## src/hw/rtl/rgb2yuv_pkg.sv

```systemverilog
// ----------------------------------------------------------------------------
// rgb2yuv_pkg: shared types and constants of the RGB to YUV format converter
// Holds the output mode codes, the per-pixel luma/chroma record and the
// control record that travels down the pipeline beside the pixel data.
// ----------------------------------------------------------------------------
package rgb2yuv_pkg;

	localparam int PIX_W     = 32;
	localparam int NUM_LANES = 4;

	// Output format codes as written into the mode register.
	typedef enum logic [2:0] {
		MODE_RGB32 = 3'd0,
		MODE_RGB24 = 3'd1,
		MODE_RGB16 = 3'd2,
		MODE_RGB15 = 3'd3,
		MODE_UYVY  = 3'd4,
		MODE_YUY2  = 3'd5,
		MODE_YV12  = 3'd6,
		MODE_I420  = 3'd7
	} mode_t;

	// BT.601 values of one pixel.
	typedef struct packed {
		logic [7:0] y;
		logic [7:0] u;
		logic [7:0] v;
	} yuv_t;

	// Control that follows one transaction through the pipeline.
	typedef struct packed {
		logic  valid;
		mode_t mode;
	} ctl_t;

endpackage

```

## src/hw/rtl/rgb2yuv_lane.sv

```systemverilog
// ----------------------------------------------------------------------------
// rgb2yuv_lane: per-pixel BT.601 core
// Quantizes one XRGB8888 pixel to RGB565, expands it back to 8 bits per
// channel and computes Y, U and V in thousandths over three register stages.
// ----------------------------------------------------------------------------
module rgb2yuv_lane import rgb2yuv_pkg::*; (
	input  logic             clk,
	input  logic [PIX_W-1:0] pixel,
	output yuv_t             yuv_s3
);

	localparam int IDX_Y = 0;
	localparam int IDX_U = 1;
	localparam int IDX_V = 2;

	localparam logic signed [19:0] Y_CR  = 20'sd257;
	localparam logic signed [19:0] Y_CG  = 20'sd504;
	localparam logic signed [19:0] Y_CB  = 20'sd98;
	localparam logic signed [19:0] Y_OFS = 20'sd16000;
	localparam logic signed [19:0] U_CR  = 20'sd148;
	localparam logic signed [19:0] U_CG  = 20'sd291;
	localparam logic signed [19:0] U_CB  = 20'sd439;
	localparam logic signed [19:0] V_CR  = 20'sd439;
	localparam logic signed [19:0] V_CG  = 20'sd368;
	localparam logic signed [19:0] V_CB  = 20'sd71;
	localparam logic signed [19:0] C_OFS = 20'sd128000;
	// Any numerator at or above this value saturates to 255.
	localparam logic signed [19:0] SAT_NUM = 20'sd256000;
	// ceil(2^28 / 1000): exact quotient by 1000 for numerators below 2^18.
	localparam logic [18:0] RECIP = 19'd268436;
	localparam int          RSH   = 28;

	logic [7:0] r8, g8, b8;
	logic signed [19:0] rs, gs, bs;
	logic signed [19:0] num_c [3];

	logic signed [19:0] num_s1 [3];
	logic [36:0]        prod_s2 [3];
	logic [2:0]         neg_s2, sat_s2;
	logic [7:0]         q_c [3];

	always_comb begin
		r8 = {pixel[23:19], pixel[23:21]};
		g8 = {pixel[15:10], pixel[15:14]};
		b8 = {pixel[7:3], pixel[7:5]};
		rs = $signed({12'b0, r8});
		gs = $signed({12'b0, g8});
		bs = $signed({12'b0, b8});
		num_c[IDX_Y] = Y_OFS + Y_CR * rs + Y_CG * gs + Y_CB * bs;
		num_c[IDX_U] = C_OFS + U_CB * bs - U_CR * rs - U_CG * gs;
		num_c[IDX_V] = C_OFS + V_CR * rs - V_CG * gs - V_CB * bs;
	end

	always_ff @(posedge clk) begin
		for (int k = 0; k < 3; k++) begin
			num_s1[k]  <= num_c[k];
			prod_s2[k] <= num_s1[k][17:0] * RECIP;
			neg_s2[k]  <= num_s1[k][19];
			sat_s2[k]  <= (num_s1[k] >= SAT_NUM);
		end
	end

	always_comb begin
		for (int k = 0; k < 3; k++) begin
			if (neg_s2[k]) begin
				q_c[k] = 8'd0;
			end else if (sat_s2[k]) begin
				q_c[k] = 8'd255;
			end else begin
				q_c[k] = prod_s2[k][RSH+7:RSH];
			end
		end
	end

	always_ff @(posedge clk) begin
		yuv_s3.y <= q_c[IDX_Y];
		yuv_s3.u <= q_c[IDX_U];
		yuv_s3.v <= q_c[IDX_V];
	end

endmodule

```

## config.mk

```make
export PLATFORM = sky130hd
export DESIGN_NAME = rgb2yuv_lane
export DESIGN_NICKNAME = d
export VERILOG_FILES = /design/src/hw/rtl/rgb2yuv_pkg.sv /design/src/hw/rtl/rgb2yuv_lane.sv
export SDC_FILE = /design/constraint.sdc
export NUM_CORES = 1
export LEC_CHECK = 0
export BUFFER_PORTS_ARGS = -buffer_cell sky130_fd_sc_hd__clkbuf_2
export CORE_MARGIN = 8
export CORE_UTILIZATION = 35
export CTS_CLUSTER_SIZE = 14
export DETAILED_ROUTE_END_ITERATION = 10
export PLACE_DENSITY_LB_ADDON = 0.15
export SLEW_MARGIN = 20
export SYNTH_ARGS = -nofsm -noshare
export SYNTH_HDL_FRONTEND = slang
export SYNTH_SLANG_ARGS = --single-unit
```

## constraint.sdc

```tcl
create_clock -name clk -period 10.8 [get_ports clk]
set_input_delay 2.16 -clock clk [delete_from_list [all_inputs] [get_ports clk]]
set_output_delay 2.16 -clock clk [all_outputs]
set_load 0.01 [all_outputs]
```

==> Word level (Yosys, flattened, before mapping) <==
Memories as Yosys holds them, arrays and structs flattened.
Cells that the tools add are included.
W data, S select, Z words.
{ "op_classes": {"addsub": 9, "mul": 12, "div_mod_pow": 0, "order_cmp": 3, "n_eq_ne": 0, "shift": 0, "muxes": 3, "bitwise": 0, "n_reduce_logical": 0} }
{ "op_table": {"columns": ["cell", "count"], "rows": [
  ["$mul A18 B17 Y35 const B", 3],
  ["$mul A9 B8 Y17 const A", 4],
  ["$ge A20 B19 Y1 const B", 3],
  ["$mul A6 B8 Y14 const A", 3],
  ["$add A17 B17 Y18 const A", 2],
  ["$mux W8", 3],
  ["$add A19 B15 Y20", 1],
  ["$sub A19 B16 Y20", 1],
  ["$sub A19 B18 Y20", 1],
  ["$add A18 B17 Y19", 1],
  ["$sub A18 B16 Y19", 1],
  ["$sub A18 B17 Y19", 1],
  ["$add A14 B17 Y18 const A", 1],
  ["$mul A7 B8 Y15 const A", 1],
  ["$mul A5 B8 Y13 const A", 1]
]} }
{ "totals": {"regBits": 30, "latch_bits": 0, "ramBits": 165, "romBits": 0, "input_bits": 33, "output_inout_bits": 24, "word_cells": 34, "memories": 2} }
{ "memory_table": {"columns": ["name", "words", "width", "rd", "rd_ports_with_merged_regs", "write_ports", "line", "source"], "rows": [
  ["prod_s2", 3, 35, 3, 0, 3, "rgb2yuv_lane.sv:38", "logic [36:0] prod_s2 [3];"],
  ["num_s1", 3, 20, 3, 0, 3, "rgb2yuv_lane.sv:37", "logic signed [19:0] num_s1 [3];"]
]} }

==> Logic depth before layout (Yosys ltp) <==
{ "depth": {"ltp_word": 4, "depth_mapped": 33, "ltp_nobuf": 33} }

==> Worst setup path after synthesis <==
OpenSTA, ideal clock, no wires.
{ "synth_path": {"path_type": "input port to flip-flop", "startpoint": "input port pixel[11]", "endpoint": "memory num_s1[2][16] (netlist: num_s1[0][56])", "arrival_ps": 8921, "setup_slack_ps": 1759, "path_stages": 31, "n_path_buf": 0, "path_cell_list": "ha_1 > inv_1 > fa_1 > fa_1 > inv_1 > ha_1 > inv_1 > o21ai_0 > a21oi_1 > xnor2_1 > fa_1 > inv_1 > fa_1 > fa_1 > inv_1 > fa_1 > ha_1 > ha_1 > or3_1 > nor2_1 > o21ai_1 > nor2b_1 > xor2_1 > ha_1 > nand2_1 > nor2_1 > o221a_1 > o31a_1 > o21a_1 > nor3_2 > xnor2_1"} }
{ "synth_lines": {"columns": ["item", "line", "source"], "rows": [
  ["from (decl)", "rgb2yuv_lane.sv:8", "input logic [PIX_W-1:0] pixel,"],
  ["to (decl)", "rgb2yuv_lane.sv:37", null]
]} }

==> metrics.md <==
| Metric | Value |
|---|---|
| Crit path required time | ~11 ns |
| Hold slack | between 0.3 and 0.4 ns |
| Clock slew at reported path FFs | about 0.08 ns |
| Buffers inserted by post-CTS timing repair | 0 |
| Post-synth top flop | dfxtp_1 |
| CP most frequent cell | fa_1 |
| Initial antenna violation count | 6 |
| DR DRC count | 0 |
| Post-Syn Area per Cell | between 9 and 10 um2 |
| First-pass GRT wire length | between 90000 and 100000 um |
| Core ar. | 71500 um2 |
| Die H | ~280 um |
| Fmax achieved | around 0.10 GHz |
| CP endpoint kind | flop |
| Slowest stage delay, CP | 0.56 ns |
| Via density per instance | approximately 4.6 |
| Slew margin rel. | approximately 50% |
| Slowest cell on the critical path | fa_1 |
| Max_cap viols | 0 |
| Async SR Flop Fraction | 0% |
| I/O Buffers | 40 |
| Total vias in the final route | about 17000 |
| Hpwl dp | around 49000 um |
| Worst path arrival time | between 10 and 15 ns |
| Gr usage total | 14.4% |
| Initial core utilization | a little over a third |
| CTS Buffer Depth | 2 |
| Share of cells above drive strength 1 | between 3 and 4% |
| CP startpoint kind | input port |
| Fin. Hold Viols | 0 |
| Non-filler instance count after layout | approximately 3700 |
| WL/cell | 15.1 um |
| Nets | 3820 |
| Die footprint | roughly 80000 um2 |
| Final GP Congestion | 0.825 |
| Final worst-path cycle share | approximately 90% |
| Die Width | approximately 280 um |
| Outcome | finished, final reports clean |
| # resized after CTS | 0 |
| Worst hold path class | reg2reg |
| 1st-iter DRT viols | around 380 |
| Setup TNS | 0 ns |
| Seq/Total Area, Yosys | 8.87% |
| Largest net degree at the start of global routing | 23 |
| WS Path Type | in2reg |
| CTS sink cnt | roughly 110 |
| Flops & latches, synth | approximately 110 |
| Netlist cell types | 64 |
| Post-synth EDFFs | 0 |
| Worst Tran Pin Value | about 0.76 ns |
| Final Setup Violations | 0 |
| Commonest non-fill, non-tap cell in the layout | ha_1 |
| Final setup margin | around 1.0 ns |
| Pre-CTS WS | 0.678 ns |
| CTS tree | done |
| Fin. max-slew vios | 0 |
| Worst-Skew Late Latency | between 0.3 and 0.4 ns |
| RSZ-0062 raised after global routing | no |
| Worst-path fanout max | 15 |
| I/O pins | 57 |
| Routed WL | ~56000 um |
| Post-synth net total | 3767 |
| # hold bufs at CTS | 0 |
| Cells after DPL | 3651 |
| Crit path time final | 9.76 ns |
| Area growth from synthesis to layout | 6.93% |
| Synthesized cell area | 25300 um2 |
| Root buf cell | clkbuf_16 |
| Num CTS Buffers | 9 |
| Fin Clk Skew | around 0.014 ns |
| DR pass1 iterations | 5 |
| Most frequent cells in the layout | ha_1, inv_1, fa_1, dfxtp_1, nor2_1 |
| Post-route ant nets | 0 |
| Synth warn | 0 |
| Placement Rows | between 90 and 100 |
| Synth Instances | between 2000 and 3000 |
| Vias in the first global route | 18475 |
| Gr ovfl total | 0 |
| H-tree levels | 3 |
==> path summary, 6_finish.rpt <==
check                                   start         endpoint  slack [ns]  depth (start not counted)
worst min register to register  num_s1[0][39]        neg_s2[1]        0.39                          0
worst max register to register  num_s1[0][46]  prod_s2[0][103]        5.18                         18
worst max-delay path                pixel[14]    num_s1[0][57]        1.04                         31
worst min-delay path            num_s1[0][39]        neg_s2[1]        0.39                          0
==> per-layer routing <==
metal  global-route usage, %  up-vias  wire [um]
li1                        -     8677          -
met1                    19.5     7987      27600
met2                    24.2      131      25300
met3                    1.87       57       1440
met4                    3.43        6       1120
met5                       0        -         41
==> cells in the mapped netlist (all sizes together), types with 15 or more instances <==
cell type / count / area share (%)
a21o: 30 / 0.89
a21oi: 91 / 1.8
dfxtp: 112 / 8.9
fa: 289 / 23
ha: 786 / 39
inv: 723 / 11
nand2: 47 / 0.70
nand2b: 15 / 0.37
nand3: 24 / 0.47
nor2: 107 / 1.6
nor2b: 21 / 0.52
nor3: 28 / 0.59
o21a: 25 / 0.74
o21ai: 59 / 1.2
o21bai: 18 / 0.53
or2: 16 / 0.40
xnor2: 95 / 3.3
xor2: 39 / 1.4
==> worst max-delay path, delay by kind of cell <==
family                     cells  cell delay (ns)
AOI/OAI and AO/OA              7             1.38
xor gates and xnor gates       3             0.69
adders and majority gates     11             4.32
buffers and inverters          6             0.69
and+or+nand+nor                4             0.76
==> per-stage QoR <==
step	utilization, %	area (um2)
floorplan	-	25300
global placement	37.4	26700
detailed placement	37.4	26700
CTS	37.8	27000
global route	37.8	27000
finish	37.8	27000
==> cells by family (layout without fill, tap and decap cells) <==
logic type               count (synthesis)  in the layout  share of synthesized area, %
adder cells (fa/ha/maj)               1075           1075                          61.8
AND/OR/NAND/NOR                        299            299                          5.72
AO/OA/AOI/OAI                          307            307                          8.09
XOR/XNOR                               134            134                          4.64
multiplexers                             2              2                        0.0792
other                                    0              3                             0
buffers and inverters                  730            788                          10.8
flip-flops                             112            112                          8.87
==> final cells by class <==
type | count | area, um2
Clock inverter | 5 | 72.6
Fill cell | 7202 | 44400
Multi-Input combinational cell | 1817 | 20300
Timing Repair Buffer | 49 | 268
Sequential cell | 112 | 2240
Clock buffer | 11 | 243
Tap cell | 950 | 1190
Inverter | 723 | 2710
Antenna cell | 3 | 7.51
==> sequential cells by signal, indices dropped and copies added (netlist names) <==
signal,count
neg_s2,2
num_s1,59
sat_s2,3
prod_s2,24
yuv_s3,24
Power is left out: the tool's default activity adds up to more than one toggle a clock period on the data nets, which glitch-free logic cannot reach.
