$ cat src/hw/rtl/rgb2yuv_pkg.sv
// ----------------------------------------------------------------------------
// rgb2yuv_pkg: shared types and constants of the RGB to YUV format converter
// Holds the output mode codes, the per-pixel luma/chroma record and the
// control record that travels down the pipeline beside the pixel data.
// ----------------------------------------------------------------------------
package rgb2yuv_pkg;

	localparam int PIX_W     = 32;
	localparam int NUM_LANES = 4;

	// Output format codes as written into the mode register.
	typedef enum logic [2:0] {
		MODE_RGB32 = 3'd0,
		MODE_RGB24 = 3'd1,
		MODE_RGB16 = 3'd2,
		MODE_RGB15 = 3'd3,
		MODE_UYVY  = 3'd4,
		MODE_YUY2  = 3'd5,
		MODE_YV12  = 3'd6,
		MODE_I420  = 3'd7
	} mode_t;

	// BT.601 values of one pixel.
	typedef struct packed {
		logic [7:0] y;
		logic [7:0] u;
		logic [7:0] v;
	} yuv_t;

	// Control that follows one transaction through the pipeline.
	typedef struct packed {
		logic  valid;
		mode_t mode;
	} ctl_t;

endpackage

$ cat src/hw/rtl/rgb2yuv_merge.sv
// ----------------------------------------------------------------------------
// rgb2yuv_merge: chroma averaging and output formatting
// Combines the lane results into the packed or planar YUV words, or repacks
// the raw pixels in RGB modes, and registers the result.
// ----------------------------------------------------------------------------
module rgb2yuv_merge import rgb2yuv_pkg::*; (
	input  logic             clk,
	input  logic             arst_n,
	input  ctl_t             ctl_s3,
	input  logic [PIX_W-1:0] pix_a_s3,
	input  logic [PIX_W-1:0] pix_b_s3,
	input  yuv_t             yuv_s3 [NUM_LANES],
	output logic             strobe_s4,
	output logic [PIX_W-1:0] word_first_s4,
	output logic [PIX_W-1:0] word_second_s4,
	output logic [7:0]       chroma_u_s4,
	output logic [7:0]       chroma_v_s4
);

	logic [8:0]       u_pair, v_pair;
	logic [9:0]       u_quad, v_quad;
	logic [PIX_W-1:0] w0_c, w1_c;
	logic [7:0]       cu_c, cv_c;

	always_comb begin
		u_pair = {1'b0, yuv_s3[0].u} + {1'b0, yuv_s3[1].u};
		v_pair = {1'b0, yuv_s3[0].v} + {1'b0, yuv_s3[1].v};
		u_quad = {2'b0, yuv_s3[0].u} + {2'b0, yuv_s3[1].u}
			+ {2'b0, yuv_s3[2].u} + {2'b0, yuv_s3[3].u};
		v_quad = {2'b0, yuv_s3[0].v} + {2'b0, yuv_s3[1].v}
			+ {2'b0, yuv_s3[2].v} + {2'b0, yuv_s3[3].v};
		cu_c = 8'd0;
		cv_c = 8'd0;
		case (ctl_s3.mode)
			MODE_RGB32: begin
				w0_c = pix_a_s3;
				w1_c = pix_b_s3;
			end
			MODE_RGB24: begin
				w0_c = {8'b0, pix_a_s3[23:0]};
				w1_c = {8'b0, pix_b_s3[23:0]};
			end
			MODE_RGB16: begin
				w0_c = {16'b0, pix_a_s3[23:19], pix_a_s3[15:10], pix_a_s3[7:3]};
				w1_c = {16'b0, pix_b_s3[23:19], pix_b_s3[15:10], pix_b_s3[7:3]};
			end
			MODE_RGB15: begin
				w0_c = {17'b0, pix_a_s3[23:19], pix_a_s3[15:11], pix_a_s3[7:3]};
				w1_c = {17'b0, pix_b_s3[23:19], pix_b_s3[15:11], pix_b_s3[7:3]};
			end
			MODE_UYVY: begin
				w0_c = {16'b0, yuv_s3[0].y, u_pair[8:1]};
				w1_c = {16'b0, yuv_s3[1].y, v_pair[8:1]};
			end
			MODE_YUY2: begin
				w0_c = {16'b0, u_pair[8:1], yuv_s3[0].y};
				w1_c = {16'b0, v_pair[8:1], yuv_s3[1].y};
			end
			MODE_YV12, MODE_I420: begin
				w0_c = {16'b0, yuv_s3[1].y, yuv_s3[0].y};
				w1_c = {16'b0, yuv_s3[3].y, yuv_s3[2].y};
				cu_c = u_quad[9:2];
				cv_c = v_quad[9:2];
			end
			default: begin
				w0_c = pix_a_s3;
				w1_c = pix_b_s3;
			end
		endcase
	end

	always_ff @(posedge clk or negedge arst_n) begin
		if (!arst_n) begin
			strobe_s4 <= 1'b0;
		end else begin
			strobe_s4 <= ctl_s3.valid;
		end
	end

	always_ff @(posedge clk) begin
		word_first_s4  <= w0_c;
		word_second_s4 <= w1_c;
		chroma_u_s4    <= cu_c;
		chroma_v_s4    <= cv_c;
	end

endmodule

$ cat config.mk
export PLATFORM = sky130hd
export DESIGN_NAME = rgb2yuv_merge
export DESIGN_NICKNAME = d
export VERILOG_FILES = /design/src/hw/rtl/rgb2yuv_pkg.sv /design/src/hw/rtl/rgb2yuv_merge.sv
export SDC_FILE = /design/constraint.sdc
export NUM_CORES = 1
export LEC_CHECK = 0
export ABC_CLOCK_PERIOD_IN_PS = 800
export BUFFER_PORTS_ARGS = -buffer_cell sky130_fd_sc_hd__buf_2
export CELL_PAD_IN_SITES_DETAIL_PLACEMENT = 2
export CELL_PAD_IN_SITES_GLOBAL_PLACEMENT = 2
export CORE_MARGIN = 8
export CORE_UTILIZATION = 25
export CTS_BUF_LIST = sky130_fd_sc_hd__clkbuf_4 sky130_fd_sc_hd__clkbuf_8
export CTS_CLUSTER_DIAMETER = 120
export DETAILED_ROUTE_END_ITERATION = 8
export MAX_ROUTING_LAYER = met4
export PLACE_DENSITY_LB_ADDON = 0.1
export SETUP_SLACK_MARGIN = 0.2
export SYNTH_ARGS = -nofsm -noshare
export SYNTH_HDL_FRONTEND = slang
export SYNTH_SLANG_ARGS = --single-unit
$ cat constraint.sdc
create_clock -name clk -period 0.8 [get_ports clk]
set_clock_uncertainty 0.15 [all_clocks]
set_input_delay 0.2 -clock clk [delete_from_list [all_inputs] [get_ports clk]]
set_output_delay 0.2 -clock clk [all_outputs]
set_load 0.05 [all_outputs]
Word-level counts from Yosys, hierarchy flattened
Index checks and enable logic that the tools add are counted.
{"block": "op_classes", "n_addsub": 8, "n_eq_ne": 7, "n_mux": 2, "reduce_logical": 2}
{"operator": "case mux 32 bit (7 select lines)", "n": 2}
{"operator": "adder 8 x 8 -> 9 bit", "n": 4}
{"operator": "adder 10 x 8 -> 10 bit", "n": 2}
{"operator": "adder 9 x 8 -> 10 bit", "n": 2}
{"operator": "equality test 3 bit (second input constant)", "n": 4}
{"operator": "equality test 3 x 2 -> 1 bit (second input constant)", "n": 2}
{"operator": "equality test 3 x 1 -> 1 bit (second input constant)", "n": 1}
{"operator": "logical NOT 3 bit", "n": 1}
{"operator": "OR reduction 2 bit", "n": 1}
{"block": "totals", "register_bits": 81, "inputBits": 166, "out_inout_bits": 81, "word_cells": 24}

Longest topological paths before layout
Gate-level depths: netlist of run 1.
{"block": "logic_depth", "word_depth": 3, "depth_mapped": 11}

Least setup slack after synthesis of run 1
OpenSTA, ideal clock, no wires.
{"block": "synth_timing", "path_type": "in2reg", "start": "input port yuv_s3[1] in the netlist's numbering", "end": "register chroma_v_s4[5]", "setup_ps": 120, "arrival_ps": 2727, "required_time_ps": 530, "slack_ps": -2196, "path_stages": 10, "path_buffers": 0, "cell_sequence": "inv_1 -> fa_1 -> fa_1 -> or3b_2 -> fa_1 -> nor2b_1 -> o31a_1 -> o21a_1 -> o21ai_0 -> nor3b_1"}
{"block": "synth_between", "elab_chain_len": 1}
{"item": "from (decl)", "line_no": "rgb2yuv_merge.sv:12", "source": "input yuv_t yuv_s3 [NUM_LANES],"}
{"item": "adder 10 x 8 -> 10 bit", "line_no": "rgb2yuv_merge.sv:31", "source": "+ {2'b0, yuv_s3[2].v} + {2'b0, yuv_s3[3].v};"}
{"item": "to (signal assigned)", "line_no": "rgb2yuv_merge.sv:84", "source": "chroma_v_s4 <= cv_c;"}
{"item": "to (decl)", "line_no": "rgb2yuv_merge.sv:17", "source": "output logic [7:0] chroma_v_s4"}
Every way passes these cells.
A chain may end at the register's enable or synchronous reset.

Worst setup path in the final report of run 1
{"block": "layout_timing", "start": "input port yuv_s3[9] in the netlist's numbering", "end": "register chroma_u_s4[6]"}
{"block": "layout_between", "elab_chain_len": 1}
{"item": "adder 10 x 8 -> 10 bit", "line_no": "rgb2yuv_merge.sv:29", "source": "+ {2'b0, yuv_s3[2].u} + {2'b0, yuv_s3[3].u};"}
{"item": "to (signal assigned)", "line_no": "rgb2yuv_merge.sv:83", "source": "chroma_u_s4 <= cu_c;"}
{"item": "to (decl)", "line_no": "rgb2yuv_merge.sv:16", "source": "output logic [7:0] chroma_u_s4,"}
Every way passes these cells.

==> results of run 1 <==
## final timing paths
check,slack [ns],startpoint,endpoint
setup / recovery,-1.92,yuv_s3[9],chroma_u_s4[6]$_SDFF_PP0_
hold / removal,-0.24,ctl_s3[3],strobe_s4$_DFF_PN0_
max in group asynchronous,0.44,arst_n,strobe_s4$_DFF_PN0_
min in group asynchronous,-0.03,arst_n,strobe_s4$_DFF_PN0_
## flip-flops by register name, summed over array words and instances (netlist names)
signal and cells:
chroma_u_s4 8, chroma_v_s4 8, strobe_s4 1, word_first_s4 32, word_second_s4 32
## routing by layer
metal / track usage [%] / part of all wire, %
met3: 3.45 / 5.4
met4: 7.58 / 3.7
met5: - / 0
met2: 44.6 / 52
met1: 27.4 / 39
## final cells by class
cell class                      instances  area [um^2]  area share (%)
Timing Repair Buffer                  494         4530            38.5
Multi-Input combinational cell        433         4390            37.3
Sequential cell                        81         1930            16.4
Inverter                               91          388            3.30
Tap cell                              280          350            2.98
Clock buffer                            9          124            1.05
Clock inverter                          7         60.1           0.510
Antenna cell                            2         5.00          0.0425
## critical path, cell delays in order
cell and delay [ns]:
buf_8 0.08, inv_8 0.03, fa_1 0.44, inv_1 0.11, fa_1 0.46, ha_1 0.31, nand4b_1 0.25, a211oi_4 0.40
a2111oi_4 0.14, o211ai_1 0.25, o31ai_1 0.14
## timing repair
action                                 4_1_cts  5_1_grt
setup endpoints to repair                  161      161
pin swaps                                   65       39
setup buffers                               33       15
gates cloned                                 2        0
endpoints found under the hold margin       43       36
resized for setup                          397       63
## cell usage in the layout (no fill, tap or decap), drive strengths merged, types with 4 or more instances in the layout
cell    synthesis  routed
nand3           5       5
mux2i          11      11
a222oi          4       4
fa             34      34
xor2            7       7
or2             5       5
nor3            9       9
nor2b          10      10
ha             28      28
a22o            8       8
a22oi          13      13
xnor2           6       6
a31o            4       4
buf            21     490
o21a            7       7
o221ai          7       7
a221oi          7       7
nand2          24      24
nand2b         13      13
clkbuf          9      10
a211oi         14      14
o22ai           7       7
o211ai          9       9
dfxtp          80      80
and2           17      17
o21ai          34      34
a21oi          36      36
inv            90      95
and3           21      21
nor2           45      45
o32ai           4       4
## metrics by stage
step	hold slack [ns]	util (%)	total power (uW)	setup slack [ns]	cells
2_1_floorplan	-0.246	-	9720	-1.95	635
3_3_place_gp	-0.176	42.6	12900	-2.21	1328
3_5_place_dp	-0.175	42.6	13300	-2.28	1328
4_1_cts	-0.263	52.0	18800	-1.81	1380
5_1_grt	-0.254	53.9	21000	-1.98	1397
6_report	-0.238	53.9	20100	-1.92	1397
## power groups by stage
| stage | clock network (uW) | registers, uW | logic, uW |
|---|---|---|---|
| after floorplan | 0 | 6220 | 3510 |
| after global placement | 0 | 4730 | 8190 |
| after detailed placement | 0 | 4740 | 8590 |
| after CTS | 3260 | 4820 | 10800 |
| after global routing | 3460 | 4850 | 12700 |
| final | 3240 | 4820 | 12100 |
## logic make-up (layout without fill, tap and decap cells)
logic type	Yosys count	in the layout	share of synthesized area (%)
DFF	81	81	29.2
buffers and inverters	121	601	9.54
and+or+nand+nor	165	165	15.7
other	0	2	0
adders and majority gates	62	62	18.5
AOI/OAI and AO/OA	180	180	22.5
muxes	13	13	2.58
xor gates and xnor gates	13	13	2.04
==> run summary, run 1 <==
share of the synthesized area in the top cell type -> 28.7%
number of global-route vias before repair -> 8271
sequential-to-total area share from yosys stat -> 29.2%
PD cells -> 1710 nW/um^2
Port Buffers -> 246
post-synth cell types -> 72
Syn. warnings -> 0
Worst Path Max Fanout -> 2
Mapped Avg Cell Area -> 8.77 um^2
most instantiated cells after synthesis -> inv_1 (88), dfxtp_1 (80), nor2_1 (44)
Vias/cell -> 5.06
largest net degree at the start of global routing -> 17
Post-DP HPWL -> 24500 um
Sw Share -> 43.1%
Remaining Overflow, GRT -> 0
f_max -> 368 MHz
crit start category -> input pin
maximum VDD drop -> 1.02 mV
initial antenna violation count -> 2
Post-synth EDFFs -> 0
total negative setup slack -> -94.50 ns
worst setup path class -> input pin to flop
row cnt -> 54
Max transition margin -> 62.7%
Critical Path RT -> 0.91 ns
Lkg Pwr -> 0.00545 uW
share of cells above drive strength 1 -> 66.7%
Max Cap Violations -> 0
RSZ-0062 raised after global routing -> true
synth top area cells -> dfxtp_1 (29%), fa_1 (12%), ha_1 (6.3%), inv_1 (5.9%), a21oi_1 (3.2%)
Synth async-reset ratio -> 1.23%
clock buffer depth -> 2
Final Setup Violations -> 161
Synthesized Nets -> 863
Hold Crit Class -> input pin to flop
clock root buffer -> clkbuf_8
Flop pwr share -> 23.9%
final hold violation count -> 35
core footprint -> 21800 um^2
first-pass GRT wire length -> 49200 um
final hold slack -> -0.238 ns
ys flop type -> dfxtp_1
cell with the most instances after synthesis -> inv_1
die span in y -> 165 um
CTS tree -> built
CP endpoint kind -> flop
Boundary Pins -> 247
failing checks -> negative hold slack, negative setup slack
H-tree levels -> 3
detailed-route via count -> 7068
Final #Nets -> 1338
initial core utilization -> 25.5%
Clk pwr share -> 16.1%
Seq cells post-synth -> 81
Synth area leader -> dfxtp_1
cts hold-fix bufs -> 1
gr usage total -> 24.6%
DIE AREA -> 27300 um^2
routability cong. -> 0.865
filler cell count -> 2196
synthesis-to-finish area growth -> 111%
DRT Pass-1 Iters -> 4
Num CTS Buffers -> 9
placed standard-cell area -> 9310 um^2
clk sinks -> 81
Routed wire per std cell -> 26.4 um
post-route ant nets -> 0
hold path cells -> 1
cell count after synthesis -> 635
NetSw -> 8690 uW
Worst Slack Setup Final -> -1.92 ns
status -> finished, violations left
Logic pwr share -> 60.0%
DRC -> 0
clk slew on worst S/H paths -> 0.11 ns
min Tclk post-route -> 2.72 ns
Post-Route WL -> 36900 um
Worst-Margin Slew -> 0.553 ns
Mapped Area -> 5570 um^2
initial DRC count -> 236
crit share post-route -> 340%
internal power -> 11500 uW
fin area -> 11800 um^2
die span in x -> 165 um
Final Max Slew Viols -> 0
Critical Path AT -> 2.83 ns
(Power assumes the default switching activity.)
==> inputs of run 2 (changes only) <==
Settings changed: MAX_ROUTING_LAYER met4 to not set, REMOVE_ABC_BUFFERS set to 1.
==> run summary, run 2 (synthesis results as in run 1) <==
status -> finished, violations left
failing checks -> negative hold slack, negative setup slack
PD cells -> 1750 nW/um^2 (+2.1%)
Sw Share -> 41.3% (-1.8 points)
routability cong. -> 0.822 (-5.0%)
share of cells above drive strength 1 -> 67.5% (+0.79 points)
DRC -> 0 (unchanged)
die span in y -> 165 um (unchanged)
Num CTS Buffers -> 9 (unchanged)
gr usage total -> 23.4% (-1.2 points)
synthesis-to-finish area growth -> 103%
initial DRC count -> 223 (-5.5%)
f_max -> 373 MHz (+1.5%)
DIE AREA -> 27300 um^2 (unchanged)
number of global-route vias before repair -> 8080 (-2.3%)
crit start category -> input pin
first-pass GRT wire length -> 48200 um (-2.0%)
Flop pwr share -> 24.6% (+0.7 points)
largest net degree at the start of global routing -> 21 (+4)
Critical Path RT -> 0.95 ns (+0.04 ns)
Crit path top cell by count -> fa_2
Post-Route WL -> 34100 um (-7.7%)
NetSw -> 8160 uW (-6.1%)
die span in x -> 165 um (unchanged)
Layout Cells excl Fill -> 1374 (-1.6%)
final hold slack -> -0.244 ns (-0.00629 ns)
Final Setup Violations -> 161 (unchanged)
min Tclk post-route -> 2.68 ns (-0.0408 ns)
dpl cells -> 1309 (-1.4%)
initial core utilization -> 25.5% (unchanged)
RSZ-0062 raised after global routing -> true
initial antenna violation count -> 1 (-1)
CP endpoint kind -> flop
commonest non-fill, non-tap cell in the layout -> buf_4
Max transition margin -> 70.0% (+7.3 points)
crit share post-route -> 335% (-5.1 points)
Max Cap Violations -> 0 (unchanged)
most frequent cells in the layout -> buf_4 (164), buf_2 (141), buf_8 (84)
CTS tree -> built
Worst Slack Setup Final -> -1.88 ns (+0.0408 ns)
Vias/cell -> 4.91 (-3.0%)
internal power -> 11600 uW (+1.3%)
worst setup path class -> input pin to flop
Port Buffers -> 246 (unchanged)
Hold Crit Class -> input pin to flop
Worst Path Max Fanout -> 2 (unchanged)
H-tree levels -> 3 (unchanged)
Largest regs -> word_first_s4 x32, word_second_s4 x32
Worst-Margin Slew -> 0.447 ns (-0.106 ns)
Final Max Slew Viols -> 0 (unchanged)
Boundary Pins -> 247 (unchanged)
Lkg Pwr -> 0.00530 uW (-2.6%)
maximum VDD drop -> 1.08 mV (+6.4%)
Crit path largest cell delay -> 0.58 ns (+0.12 ns)
total power -> 19800 uW (-1.9%)
Post-DP HPWL -> 23600 um (-3.7%)
clock buffer depth -> 2 (unchanged)
clock root buffer -> clkbuf_8
Logic pwr share -> 57.9% (-2.1 points)
cts hold-fix bufs -> 1 (unchanged)
detailed-route via count -> 6746 (-4.6%)
DRT Pass-1 Iters -> 4 (unchanged)
row cnt -> 54 (unchanged)
total negative setup slack -> -88.94 ns (+5.56 ns)
CP max-delay cell -> fa_2
Remaining Overflow, GRT -> 0 (unchanged)
clk sinks -> 81 (unchanged)
final hold violation count -> 39 (+11%)
post-route ant nets -> 0 (unchanged)
clk slew on worst S/H paths -> 0.11 ns (about the same)
Clk pwr share -> 17.5% (+1.4 points)
CP Cell Sequence -> buf_8 > inv_4 > fa_2 > fa_1 > or3b_4 > fa_2 > nor2b_2 > o31a_1 > o21a_1 > o21ai_2 > nor3b_2
core footprint -> 21800 um^2 (unchanged)
Routed wire per std cell -> 24.8 um (-6.1%)
Critical Path AT -> 2.83 ns (about the same)
Final #Nets -> 1316 (-1.6%)
-- run 2: final cells by class --
cell class / instances / area, um^2
clock inverters: 6 / 75.1
well taps: 280 / 350
fillers: 2235 / 10500
diodes: 1 / 2.50
repair buffers: 472 / 4290
clock buffers: 10 / 138
multi-input cells: 433 / 4370
inverters: 91 / 353
flip-flops and latches: 81 / 1730
-- run 2: metrics by stage --
stage | instance area (um^2) | worst slack, ns | utilization (%)
6_report | 11300 | -1.88 | 51.8
5_1_grt | 11300 | -1.92 | 51.8
4_1_cts | 10800 | -1.85 | 49.5
3_5_place_dp | 8450 | -2.71 | 38.7
3_3_place_gp | 8450 | -2.40 | 38.7
2_1_floorplan | 5380 | -2.21 | -
-- run 2: critical path: cells and delay by family --
family,cells,cell delay (ns)
adder cells (fa/ha/maj),3,1.44
AO/OA/AOI/OAI,3,0.38
buffers and inverters,2,0.11
AND/OR/NAND/NOR,3,0.71
-- run 2: timing repair --
item / CTS / global route
endpoints found under the setup margin: 161 / 161
gates resized for setup: 543 / 81
pin swaps: 89 / 71
hold endpoints to repair: 42 / 38
cloned: 3 / 0
buffers inserted: 24 / 20
-- run 2: power groups by stage --
stage | Clock, uW | Sequential (uW) | Combinational [uW]
6_report | 3460 | 4850 | 11400
5_1_grt | 3730 | 4900 | 12100
4_1_cts | 3530 | 4850 | 10200
3_5_place_dp | 0 | 4680 | 7860
3_3_place_gp | 0 | 4670 | 7510
2_1_floorplan | 0 | 6140 | 2820
-- run 2: final timing paths --
path                                             end  depth (start not counted)       start  slack (ns)
max in group asynchronous        strobe_s4$_DFF_PN0_                          2      arst_n        0.48
min in group asynchronous        strobe_s4$_DFF_PN0_                          2      arst_n       -0.06
min                              strobe_s4$_DFF_PN0_                          1   ctl_s3[3]       -0.24
max                        chroma_v_s4[5]$_SDFF_PP0_                         11  yuv_s3[25]       -1.88
-- run 2: metal layers --
metal  global-route usage [%]  up-vias  wire [um]
li1                         -     3120          -
met1                     25.3     3336      12800
met2                     43.7      231      18100
met3                     4.88       59       2120
met4                     8.72        0       1120
met5                        0        -          0
